File: config.mk
export PLATFORM = sky130hd
export DESIGN_NAME = utf8_sequence_segmenter
export DESIGN_NICKNAME = d
export VERILOG_FILES = /design/src/rtl/utf8s_pkg.sv /design/src/rtl/utf8_sequence_segmenter.sv /design/src/rtl/utf8s_front.sv /design/src/rtl/utf8s_job_queue.sv /design/src/rtl/utf8s_back.sv
export SDC_FILE = /design/constraint.sdc
export NUM_CORES = 1
export LEC_CHECK = 0
export BUFFER_PORTS_ARGS = -buffer_cell sky130_fd_sc_hd__buf_4
export CORE_ASPECT_RATIO = 0.75
export CORE_MARGIN = 4
export CORE_UTILIZATION = 45
export CTS_BUF_LIST = sky130_fd_sc_hd__clkbuf_16
export DETAILED_ROUTE_END_ITERATION = 10
export REMOVE_ABC_BUFFERS = 1
export SLEW_MARGIN = 40
export SYNTH_ARGS = -nofsm -noshare
export SYNTH_HDL_FRONTEND = slang
export SYNTH_HIERARCHICAL = 1
export SYNTH_SLANG_ARGS = --single-unit
File: constraint.sdc
create_clock -name clk -period 4 [get_ports clk]
set_input_delay 0.4 -clock clk [delete_from_list [all_inputs] [get_ports clk]]
set_output_delay 0.4 -clock clk [all_outputs]
set_load 0.02 [all_outputs]
File: src/rtl/utf8s_pkg.sv
// utf8s_pkg: shared types, constants and the lead byte classifier
// for the utf8 sequence segmenter; no dependencies
package utf8s_pkg;

  localparam int unsigned UTF8S_JOB_DEPTH = 4;

  localparam logic [7:0] ASCII_MAX   = 8'h7F;
  localparam logic [7:0] CONT_MIN    = 8'h80;
  localparam logic [7:0] CONT_MAX    = 8'hBF;
  localparam logic [7:0] LEAD2_MIN   = 8'hC2;
  localparam logic [7:0] LEAD2_MAX   = 8'hDF;
  localparam logic [7:0] LEAD3_MIN   = 8'hE0;
  localparam logic [7:0] LEAD3_MAX   = 8'hEF;
  localparam logic [7:0] LEAD4_MIN   = 8'hF0;
  localparam logic [7:0] LEAD4_MAX   = 8'hF4;
  localparam logic [7:0] LEAD_E0     = 8'hE0;
  localparam logic [7:0] LEAD_ED     = 8'hED;
  localparam logic [7:0] LEAD_F0     = 8'hF0;
  localparam logic [7:0] LEAD_F4     = 8'hF4;
  localparam logic [7:0] E0_SEC_MIN  = 8'hA0;
  localparam logic [7:0] ED_SEC_MAX  = 8'h9F;
  localparam logic [7:0] F0_SEC_MIN  = 8'h90;
  localparam logic [7:0] F4_SEC_MAX  = 8'h8F;

  // one entry of the job queue: cnt results, all but the last are
  // one-byte error steps, the last one is (len, err)
  typedef struct packed {
    logic [2:0] cnt;
    logic [2:0] len;
    logic       err;
  } job_t;

  typedef struct packed {
    logic       ascii;
    logic       bad;
    logic [1:0] need;
  } lead_t;

  function automatic lead_t lead_class(input logic [7:0] b);
    lead_t r;
    r = '0;
    if (b <= ASCII_MAX) begin
      r.ascii = 1'b1;
    end else if (b >= LEAD4_MIN && b <= LEAD4_MAX) begin
      r.need = 2'd3;
    end else if (b >= LEAD3_MIN && b <= LEAD3_MAX) begin
      r.need = 2'd2;
    end else if (b >= LEAD2_MIN && b <= LEAD2_MAX) begin
      r.need = 2'd1;
    end else begin
      r.bad = 1'b1;
    end
    return r;
  endfunction

endpackage

File: src/rtl/utf8_sequence_segmenter.sv
// utf8_sequence_segmenter: top level, front classifier, job queue and back expander
// depends on utf8s_pkg, utf8s_front, utf8s_job_queue, utf8s_back
//
// Takes one byte per clock while full is low. Each byte becomes at most one job
// in a queue of JOB_DEPTH entries; the back end turns a job into its 1 to 4
// results at one result per clock while the output is empty or popped, so a byte
// that breaks a sequence holds the back end while it emits its results, and the
// queue absorbs such bursts. full rises only when the job queue is full. A result
// passes through the job queue and then the output register, earlier results
// permitting, and stays on the output ports until it is popped.
module utf8_sequence_segmenter import utf8s_pkg::*; #(
  parameter int unsigned JOB_DEPTH = UTF8S_JOB_DEPTH
) (
  input  logic       clk,
  input  logic       rst,
  input  logic       push,
  output logic       full,
  input  logic [7:0] data_byte,
  input  logic       end_of_text,
  output logic       empty,
  input  logic       pop,
  output logic [2:0] seq_length,
  output logic       seq_error,
  output logic       last_of_run
);

  logic take;
  logic fr_valid;
  job_t fr_job;
  logic q_valid;
  job_t q_head;
  logic q_rd;

  assign take = push & ~full;

  utf8s_front u_front (
    .clk        (clk),
    .rst        (rst),
    .take       (take),
    .data_byte  (data_byte),
    .end_of_text(end_of_text),
    .job_valid  (fr_valid),
    .job        (fr_job)
  );

  utf8s_job_queue #(
    .DEPTH(JOB_DEPTH)
  ) u_queue (
    .clk   (clk),
    .rst   (rst),
    .wr    (take & fr_valid),
    .wr_job(fr_job),
    .rd    (q_rd),
    .full  (full),
    .valid (q_valid),
    .head  (q_head)
  );

  utf8s_back u_back (
    .clk        (clk),
    .rst        (rst),
    .job_valid  (q_valid),
    .job        (q_head),
    .job_done   (q_rd),
    .empty      (empty),
    .pop        (pop),
    .seq_length (seq_length),
    .seq_error  (seq_error),
    .last_of_run(last_of_run)
  );

endmodule

File: src/rtl/utf8s_front.sv
// utf8s_front: sequence state and byte classification, at most one job per byte
// depends on utf8s_pkg
module utf8s_front import utf8s_pkg::*; (
  input  logic       clk,
  input  logic       rst,
  input  logic       take,
  input  logic [7:0] data_byte,
  input  logic       end_of_text,
  output logic       job_valid,
  output job_t       job
);

  logic [7:0] lead_value, lead_value_next;
  logic [1:0] taken, taken_next;
  logic [1:0] still, still_next;
  logic       in_seq, in_seq_next;

  lead_t      lc;
  logic       cont_ok;
  logic       lead_emits;
  logic [2:0] flush_n;

  always_comb begin
    lc = lead_class(data_byte);
    cont_ok = (data_byte >= CONT_MIN) && (data_byte <= CONT_MAX);
    if (taken == 2'd0) begin
      if (lead_value == LEAD_E0 && data_byte < E0_SEC_MIN) cont_ok = 1'b0;
      if (lead_value == LEAD_ED && data_byte > ED_SEC_MAX) cont_ok = 1'b0;
      if (lead_value == LEAD_F0 && data_byte < F0_SEC_MIN) cont_ok = 1'b0;
      if (lead_value == LEAD_F4 && data_byte > F4_SEC_MAX) cont_ok = 1'b0;
    end
    lead_emits = lc.ascii | lc.bad | end_of_text;
    flush_n = {1'b0, taken} + 3'd1;

    lead_value_next = lead_value;
    taken_next = taken;
    still_next = still;
    in_seq_next = in_seq;
    job_valid = 1'b0;
    job = '0;

    if (in_seq && cont_ok) begin
      if (still == 2'd1) begin
        job_valid = 1'b1;
        job.cnt = 3'd1;
        job.len = {1'b0, taken} + 3'd2;
        job.err = 1'b0;
        in_seq_next = 1'b0;
        taken_next = '0;
        still_next = '0;
        lead_value_next = '0;
      end else if (end_of_text) begin
        // lead, earlier continuations and this one
        job_valid = 1'b1;
        job.cnt = {1'b0, taken} + 3'd2;
        job.len = 3'd1;
        job.err = 1'b1;
        in_seq_next = 1'b0;
        taken_next = '0;
        still_next = '0;
        lead_value_next = '0;
      end else begin
        taken_next = taken + 2'd1;
        still_next = still - 2'd1;
      end
    end else begin
      // broken sequence flushes first, then the byte is a new lead
      job_valid = in_seq | lead_emits;
      job.cnt = (in_seq ? flush_n : 3'd0) + {2'b00, lead_emits};
      job.len = 3'd1;
      job.err = lead_emits ? ~lc.ascii : 1'b1;
      if (!lead_emits) begin
        in_seq_next = 1'b1;
        lead_value_next = data_byte;
        taken_next = '0;
        still_next = lc.need;
      end else begin
        in_seq_next = 1'b0;
        lead_value_next = '0;
        taken_next = '0;
        still_next = '0;
      end
    end
  end

  always_ff @(posedge clk) begin
    if (rst) begin
      lead_value <= '0;
      taken <= '0;
      still <= '0;
      in_seq <= 1'b0;
    end else if (take) begin
      lead_value <= lead_value_next;
      taken <= taken_next;
      still <= still_next;
      in_seq <= in_seq_next;
    end
  end

endmodule

File: src/rtl/utf8s_job_queue.sv
// utf8s_job_queue: small fifo of jobs between front and back
// depends on utf8s_pkg
module utf8s_job_queue import utf8s_pkg::*; #(
  parameter int unsigned DEPTH = UTF8S_JOB_DEPTH
) (
  input  logic clk,
  input  logic rst,
  input  logic wr,
  input  job_t wr_job,
  input  logic rd,
  output logic full,
  output logic valid,
  output job_t head
);

  localparam int unsigned AW = (DEPTH > 1) ? $clog2(DEPTH) : 1;
  localparam int unsigned CW = $clog2(DEPTH + 1);
  localparam logic [AW-1:0] LAST = AW'(DEPTH - 1);
  localparam logic [CW-1:0] FULL_CNT = CW'(DEPTH);

  job_t          slots [DEPTH];
  logic [AW-1:0] wp, rp;
  logic [CW-1:0] count;
  logic          do_wr, do_rd;

  assign full  = (count == FULL_CNT);
  assign valid = (count != '0);
  assign head  = slots[rp];
  assign do_wr = wr & ~full;
  assign do_rd = rd & valid;

  always_ff @(posedge clk) begin
    if (do_wr) begin
      slots[wp] <= wr_job;
    end
  end

  always_ff @(posedge clk) begin
    if (rst) begin
      wp <= '0;
      rp <= '0;
      count <= '0;
    end else begin
      if (do_wr) begin
        wp <= (wp == LAST) ? '0 : wp + AW'(1);
      end
      if (do_rd) begin
        rp <= (rp == LAST) ? '0 : rp + AW'(1);
      end
      if (do_wr && !do_rd) begin
        count <= count + CW'(1);
      end else if (do_rd && !do_wr) begin
        count <= count - CW'(1);
      end
    end
  end

endmodule

File: src/rtl/utf8s_back.sv
// utf8s_back: expands each job into its results in the output register, one per
// cycle while that register is empty or popped; depends on utf8s_pkg
module utf8s_back import utf8s_pkg::*; (
  input  logic       clk,
  input  logic       rst,
  input  logic       job_valid,
  input  job_t       job,
  output logic       job_done,
  output logic       empty,
  input  logic       pop,
  output logic [2:0] seq_length,
  output logic       seq_error,
  output logic       last_of_run
);

  logic [1:0] idx;
  logic       out_valid;
  logic       advance;
  logic       is_last;

  assign empty    = ~out_valid;
  assign advance  = job_valid & (~out_valid | pop);
  assign is_last  = ({1'b0, idx} + 3'd1) == job.cnt;
  assign job_done = advance & is_last;

  always_ff @(posedge clk) begin
    if (advance) begin
      seq_length  <= is_last ? job.len : 3'd1;
      seq_error   <= is_last ? job.err : 1'b1;
      last_of_run <= is_last;
    end
  end

  always_ff @(posedge clk) begin
    if (rst) begin
      idx <= '0;
      out_valid <= 1'b0;
    end else begin
      if (advance) begin
        out_valid <= 1'b1;
        idx <= is_last ? 2'd0 : idx + 2'd1;
      end else if (pop) begin
        out_valid <= 1'b0;
      end
    end
  end

endmodule

* After elaboration in Yosys (flattened, before gate mapping)
Memory sizes are Yosys's and may differ from the RTL's. A register that Yosys moved wholly into a read port is not among the register bits.
Cells that the tools add are included.
** Word-level totals
- Input bits :: 13
- Memories kept :: 1
- Output and inout port bits :: 7
- Register bits :: 28
- Memory bits (writable) :: 28
** Cells by class
- Bitwise logic cells :: 13
- Add/subtract/negate cells :: 11
- Equal/unequal tests :: 10
- Mux-type cells :: 47
- $lt $le $gt $ge :: 13
- Reduce and logical (&&, ||, !) cells :: 18
** Memory list
- u_queue.slots :: words 4, width 7, rd ports 1, clocked after memory_dff 1, write ports 1, RTL line utf8s_job_queue.sv:21 : job_t slots [DEPTH];
** Operators by type and width (number)
- 8-bit equality test, second input constant :: 4
- 8-bit greater-or-equal comparator, second input constant :: 4
- 8-bit less-or-equal comparator, second input constant :: 4
- 8-bit two-way mux :: 4
- 2-bit two-way mux :: 14
- 1-bit two-way mux :: 22
- 7-bit two-way mux :: 3
- 8-bit > comparator, second input constant :: 2
- 8-bit less-than comparator, second input constant :: 2
- 3-bit two-way mux :: 4
- 1-bit logical AND :: 11
- 2-bit by 1-bit adder with 2-bit output, second input constant :: 4
- 8-bit by 7-bit less-or-equal comparator with 1-bit output, second input constant :: 1
- 2-bit by 1-bit adder with 3-bit output, second input constant :: 2
- 1-bit bitwise AND :: 6
- 2-bit equality test, second input constant :: 2
- 1-bit OR :: 4
- 2-bit nonzero test :: 2
- 2-bit by 2-bit adder with 3-bit output, second input constant :: 1
- 3-bit by 1-bit adder with 3-bit output :: 1
- 3-bit by 1-bit adder with 3-bit output, second input constant :: 1
- 3-bit equality test :: 1
- 3-bit equality test, second input constant :: 1
- 3-bit != test, second input constant :: 1
- other kinds (8) :: 11

* Depth between registers and ports, before layout
- Depth in word-level cells :: 16
- Gate-level depth with buffers :: 15

* By module
The synthesis kept the hierarchy.
** By module, submodules not included
- utf8s_job_queue :: seq. area each 1021.0 um^2, cells each 85, instances 1, area an instance 1497.7 um^2
- utf8s_front :: seq. area each 260.2 um^2, cells each 112, instances 1, area an instance 904.6 um^2
- utf8s_back :: seq. area each 210.2 um^2, cells each 30, instances 1, area an instance 364.1 um^2
- utf8_sequence_segmenter :: seq. area each 0.0 um^2, cells each 2, instances 1, area an instance 15.0 um^2

* Least setup slack after synthesis
Ideal clock, no wire load.
- Kind :: register to register
- Start :: register u_front.taken[0]
- End :: register u_queue.count[2]
- Path slack :: 1047 ps
- Data required time :: 3930 ps
- Cell stages (with the launch flop) :: 16
- Arrival :: 2883 ps
- Setup time :: 70 ps
- Clock period less this slack :: 2953 ps
- Path buffers :: 1
- Path through :: dfxtp_1 inv_1 ha_1 nand3_1 nor3b_1 nand4_1 a21oi_1 and3b_1 nor2b_1 buf_6 ha_1 inv_1 fa_1 xor2_1 or3_1 a21oi_1
** On the way
- Word-level cells in the longest chain between the ends :: 9
** Ends and longest elaborated chain
- from (decl) :: RTL line utf8s_front.sv:14 : logic [1:0] taken, taken_next;
- from (signal assigned) :: RTL line utf8s_front.sv:94 : taken <= taken_next;
- 2-bit logical NOT (*) :: RTL line utf8s_front.sv:26 : if (taken == 2'd0) begin
- 1-bit two-way mux (*) :: RTL line utf8s_front.sv:26
- 1-bit logical AND (*) :: RTL line utf8s_front.sv:42 : if (in_seq && cont_ok) begin
- 1-bit two-way mux (*) :: RTL line utf8s_front.sv:42
- net fr_valid :: RTL line utf8_sequence_segmenter.sv:28 : logic fr_valid;
- 1-bit bitwise AND (*) :: RTL line utf8_sequence_segmenter.sv:51 : .wr (take & fr_valid),
- 1-bit bitwise AND (*) :: RTL line utf8s_job_queue.sv:29 : assign do_wr = wr & ~full;
- net u_queue.do_wr :: RTL line utf8s_job_queue.sv:24 : logic do_wr, do_rd;
- 1-bit logical NOT :: RTL line utf8s_job_queue.sv:52 : end else if (do_rd && !do_wr) begin
- 1-bit logical AND :: RTL line utf8s_job_queue.sv:52
- 2-bit nonzero test (no line)
- to (signal assigned) :: RTL line utf8s_job_queue.sv:51 : count <= count + CW'(1);
- to (signal assigned) :: RTL line utf8s_job_queue.sv:53 : count <= count - CW'(1);
- to (decl) :: RTL line utf8s_job_queue.sv:23 : logic [CW-1:0] count;
Mark *: on every way through the listed nets, which the timed path passes. The rest lies on a longest branch.
A chain may end at the register's enable or synchronous reset.

* Worst setup path in the final report
- Start :: register u_front.taken[0]
- End :: register u_queue.count[2]
** On the way
- Word-level cells in the longest chain between the ends :: 9
** Ends and longest elaborated chain (RTL line)
- 2-bit logical NOT (*) :: utf8s_front.sv:26
- 1-bit two-way mux (*) :: utf8s_front.sv:26
- 1-bit logical AND (*) :: utf8s_front.sv:42
- 1-bit two-way mux (*) :: utf8s_front.sv:42
- net fr_valid :: utf8_sequence_segmenter.sv:28
- 1-bit bitwise AND (*) :: utf8_sequence_segmenter.sv:51
- 1-bit bitwise AND (*) :: utf8s_job_queue.sv:29
- 1-bit logical NOT :: utf8s_job_queue.sv:52
- 1-bit logical AND :: utf8s_job_queue.sv:52
- 2-bit nonzero test (no line)
Marks and branches as above.

==> results.txt <==
crit path capture type -> register
final instance area -> 3330 sq um
Synth Cell Area -> 2780 sq um
EDFF count, synth -> 33
Die Y -> 76.1 microns
Nets -> 280
setup TNS -> 0 ns
FFs w/ async S/R, synth -> 0%
CTS Buffer Depth -> 2
PortBufs -> 19
Seq pwr share -> 38.2%
Final Hold Vio Count -> 0
Routed WL -> 5620 microns
Internal Power -> 1540 uW
slowest stage delay, CP -> 0.45 ns
GR peak layer -> met1
clk slew on worst S/H paths -> 0.05 ns
crit path launch type -> register
die area -> 7520 sq um
mux contribution to synthesized area -> 9.90%
delay-heaviest family, CP -> simple AND/OR/NAND/NOR gates
post-synth top area cell -> edfxtp_1
Synth Area in Simple Gates -> 16.9%
Final Skew -> 0.00497 ns
Syn-to-layout area delta -> 19.8%
aggregate global-route resource usage -> 16.0%
Hold-fix buffers, CTS -> 0
Max-Cap Viols -> 0
PwrDens -> 631 nW/um^2
minimum clock period -> 3.46 ns
Num Clock Sinks -> 58
Netlist cell types -> 51
status -> completed
layout cells sized above 1 -> 20.8%
Post-route DRC -> 0
drt pass-1 iters -> 5
first-pass GRT wire length -> 9300 microns
#FFs+latches synth -> 58
largest family of logic cells by synthesized area -> simple AND/OR/NAND/NOR gates
wire per inst -> 16.7 microns
Clk pwr share -> 40.8%
XOR/XNOR Fraction of Synth Area -> 1.89%
Slew Limit Headroom -> 62.9%
worst slew pin tran -> 0.552 ns
Site Rows -> 24
Leak Pwr -> 0.00123 uW
via count -> 1783
crit share post-route -> 86.5%
Logic pwr share -> 21.0%
total setup buffers inserted after CTS -> 0
total grt overflow -> 0
Iter 0 DRT Violations -> 80
Peak Freq -> 289 MHz
top-level I/O count -> 20
post-synthesis compound-gate area fraction -> 8.95%
main area contributors after synthesis -> edfxtp_1 (36%), dfxtp_1 (18%), mux4_2 (5.7%), ha_1 (5.4%), nand2b_1 (3.4%)
Mean Syn Cell Area -> 12.1 sq um
RSZ-0062 raised after global routing -> false
FILL cells -> 498
Ant. Diodes -> 0
DP Area -> 3000 sq um
HPWL after DPL -> 3910 microns
Post-Synth Adder-Cell Area -> 6.12%
Worst VDD drop -> 351 uV
Cells after Synth -> 229
Clock Latency Late Sink -> 0.32 ns
Die X -> 98.8 microns
Worst Path Buf+Inv -> 3
Synth top area share -> 35.6%
CTS tree -> yes
# setup viols final -> 0
Critical-path top delay cell -> nor3b_1
sw frac -> 26.8%
antenna violations before repair -> 0
CTS root buf -> clkbuf_16
pin count of the biggest net entering global routing -> 30
Post-DRT Antenna Nets -> 0
Final Wtd Congestion -> 0.780
H-tree levels -> 3
GR Util met1 -> 25.0%
prevailing post-synth register cell -> edfxtp_1
Pwr Total -> 2100 uW
Switch Pwr -> 562 uW
Worst Path Arrival -> 3.71 ns
CTS-repair resized insts -> 0
crit-path cells -> inv_1 > ha_1 > nand3_1 > nor3b_1 > nand4_1 > a21oi_1 > and3b_1 > nor2b_1 > buf_4 > ha_1 > inv_1 > fa_1 > xor2_1 > or3_1 > a21oi_1
Num CTS Buffers -> 9
Worst Path Max Fanout -> 7
final max-slew violation count -> 0
Core ar. -> 5920 sq um
GR Layer Usage met2 -> 20.8%
Avg Vias per Cell -> 5.29
worst min path class -> input pin to register
register area share after synthesis -> 53.6%
Synth Warn # -> 6
vias in the first global route -> 1731
WS Path Type -> register to register
Initial Util -> 47.0%
met3 usage -> 4.76%
Required @ worst endpoint -> 4.25 ns
[cell usage after synthesis (2+ instances only)]
| cell | count |
|---|---|
| inv_1 | 11 |
| nand2_1 | 13 |
| a21boi_0 | 2 |
| ha_1 | 12 |
| nor2b_1 | 6 |
| mux2i_1 | 8 |
| nand3_1 | 4 |
| clkbuf_1 | 3 |
| nand2b_1 | 15 |
| a31oi_1 | 2 |
| or3_1 | 4 |
| o21ai_0 | 7 |
| a21oi_1 | 9 |
| nor3_1 | 4 |
| o31ai_2 | 2 |
| and2_1 | 9 |
| a211oi_2 | 2 |
| dfxtp_1 | 25 |
| and3b_1 | 2 |
| nor2_1 | 13 |
| nand4_1 | 3 |
| xor2_1 | 5 |
| mux4_2 | 7 |
| edfxtp_1 | 33 |
| o21ai_1 | 2 |
[final cells by class]
class	instances	area (sq um)	area share (%)
clock buffer	9	225	6.76
clock inverter	7	109	3.27
inverter	11	41.3	1.24
multi-input combinational	154	1220	36.5
sequential	58	1490	44.8
tap	78	97.6	2.93
timing repair buffer	20	150	4.51
[power by group through the flow]
stage | clock network (uW) | registers [uW] | logic (uW)
floorplan | 0 | 823 | 292
global placement | 0 | 814 | 435
detailed placement | 0 | 813 | 438
CTS | 872 | 804 | 443
global route | 907 | 815 | 488
finish | 858 | 802 | 441
[metal layers]
| metal | vias up | wire length, microns |
|---|---|---|
| li1 | 884 | - |
| met1 | 844 | 2960 |
| met2 | 51 | 2330 |
| met3 | 4 | 293 |
| met4 | 0 | 37 |
| met5 | - | 0 |
[layout by cell type (no fill, tap or decap), types with 3 or more instances in the layout]
master	count
edfxtp_1	33
dfxtp_1	25
buf_4	20
nand2b_1	15
nor2_1	13
nand2_1	13
inv_1	12
ha_1	12
clkbuf_16	9
and2_1	9
a21oi_1	9
mux2i_1	8
o21ai_0	7
mux4_2	7
nor2b_1	6
xor2_1	5
nand3_1	4
nor3_1	4
or3_1	4
bufinv_16	3
nand4_1	3
[registers in the layout, indices dropped and copies added (netlist names), named ones only]
register / flops
u_back/seq_length: 3
u_front/lead_value: 8
u_queue/count: 3
u_back/seq_error: 1
u_back/out_valid: 1
u_front/still: 2
u_queue/rp: 2
u_back/idx: 2
u_queue/slots: 28
u_queue/wp: 2
u_front/taken: 2
u_front/in_seq: 1
u_back/last_of_run: 1
[metrics by stage]
stage          std cells  worst slack [ns]  util [%]  hold WS [ns]
2_1_floorplan        223             0.913         -         0.441
3_3_place_gp         321             0.631      50.7         0.463
3_5_place_dp         321             0.623      50.7         0.468
4_1_cts              337             0.568      56.3         0.336
5_1_grt              337             0.278      56.3         0.350
6_report             337             0.541      56.3         0.346
[logic make-up after synthesis]
| logic type | count (synthesis) |
|---|---|
| AND/OR/NAND/NOR | 82 |
| flip-flops | 58 |
| multiplexers | 18 |
| AO/OA/AOI/OAI | 35 |
| XOR/XNOR | 6 |
| buffers and inverters | 17 |
| adder cells (fa/ha/maj) | 13 |
[path summary, 6_finish.rpt]
kind	from	endpoint	slack (ns)	cells after the start
min reg2reg	u_front/still[1]	u_front/still[1]	0.48	2
min	data_byte[0]	u_front/lead_value[0]	0.35	3
max reg2reg	u_front/taken[0]	u_queue/count[2]	0.54	15
max	u_front/taken[0]	u_queue/count[2]	0.54	15
[tightest hold or removal path, cell delays in order]
cell and delay (ns):
buf_4 0.12, nand2_1 0.05, mux2i_1 0.05
No activity file was read; power rests on OpenSTA's default activity.
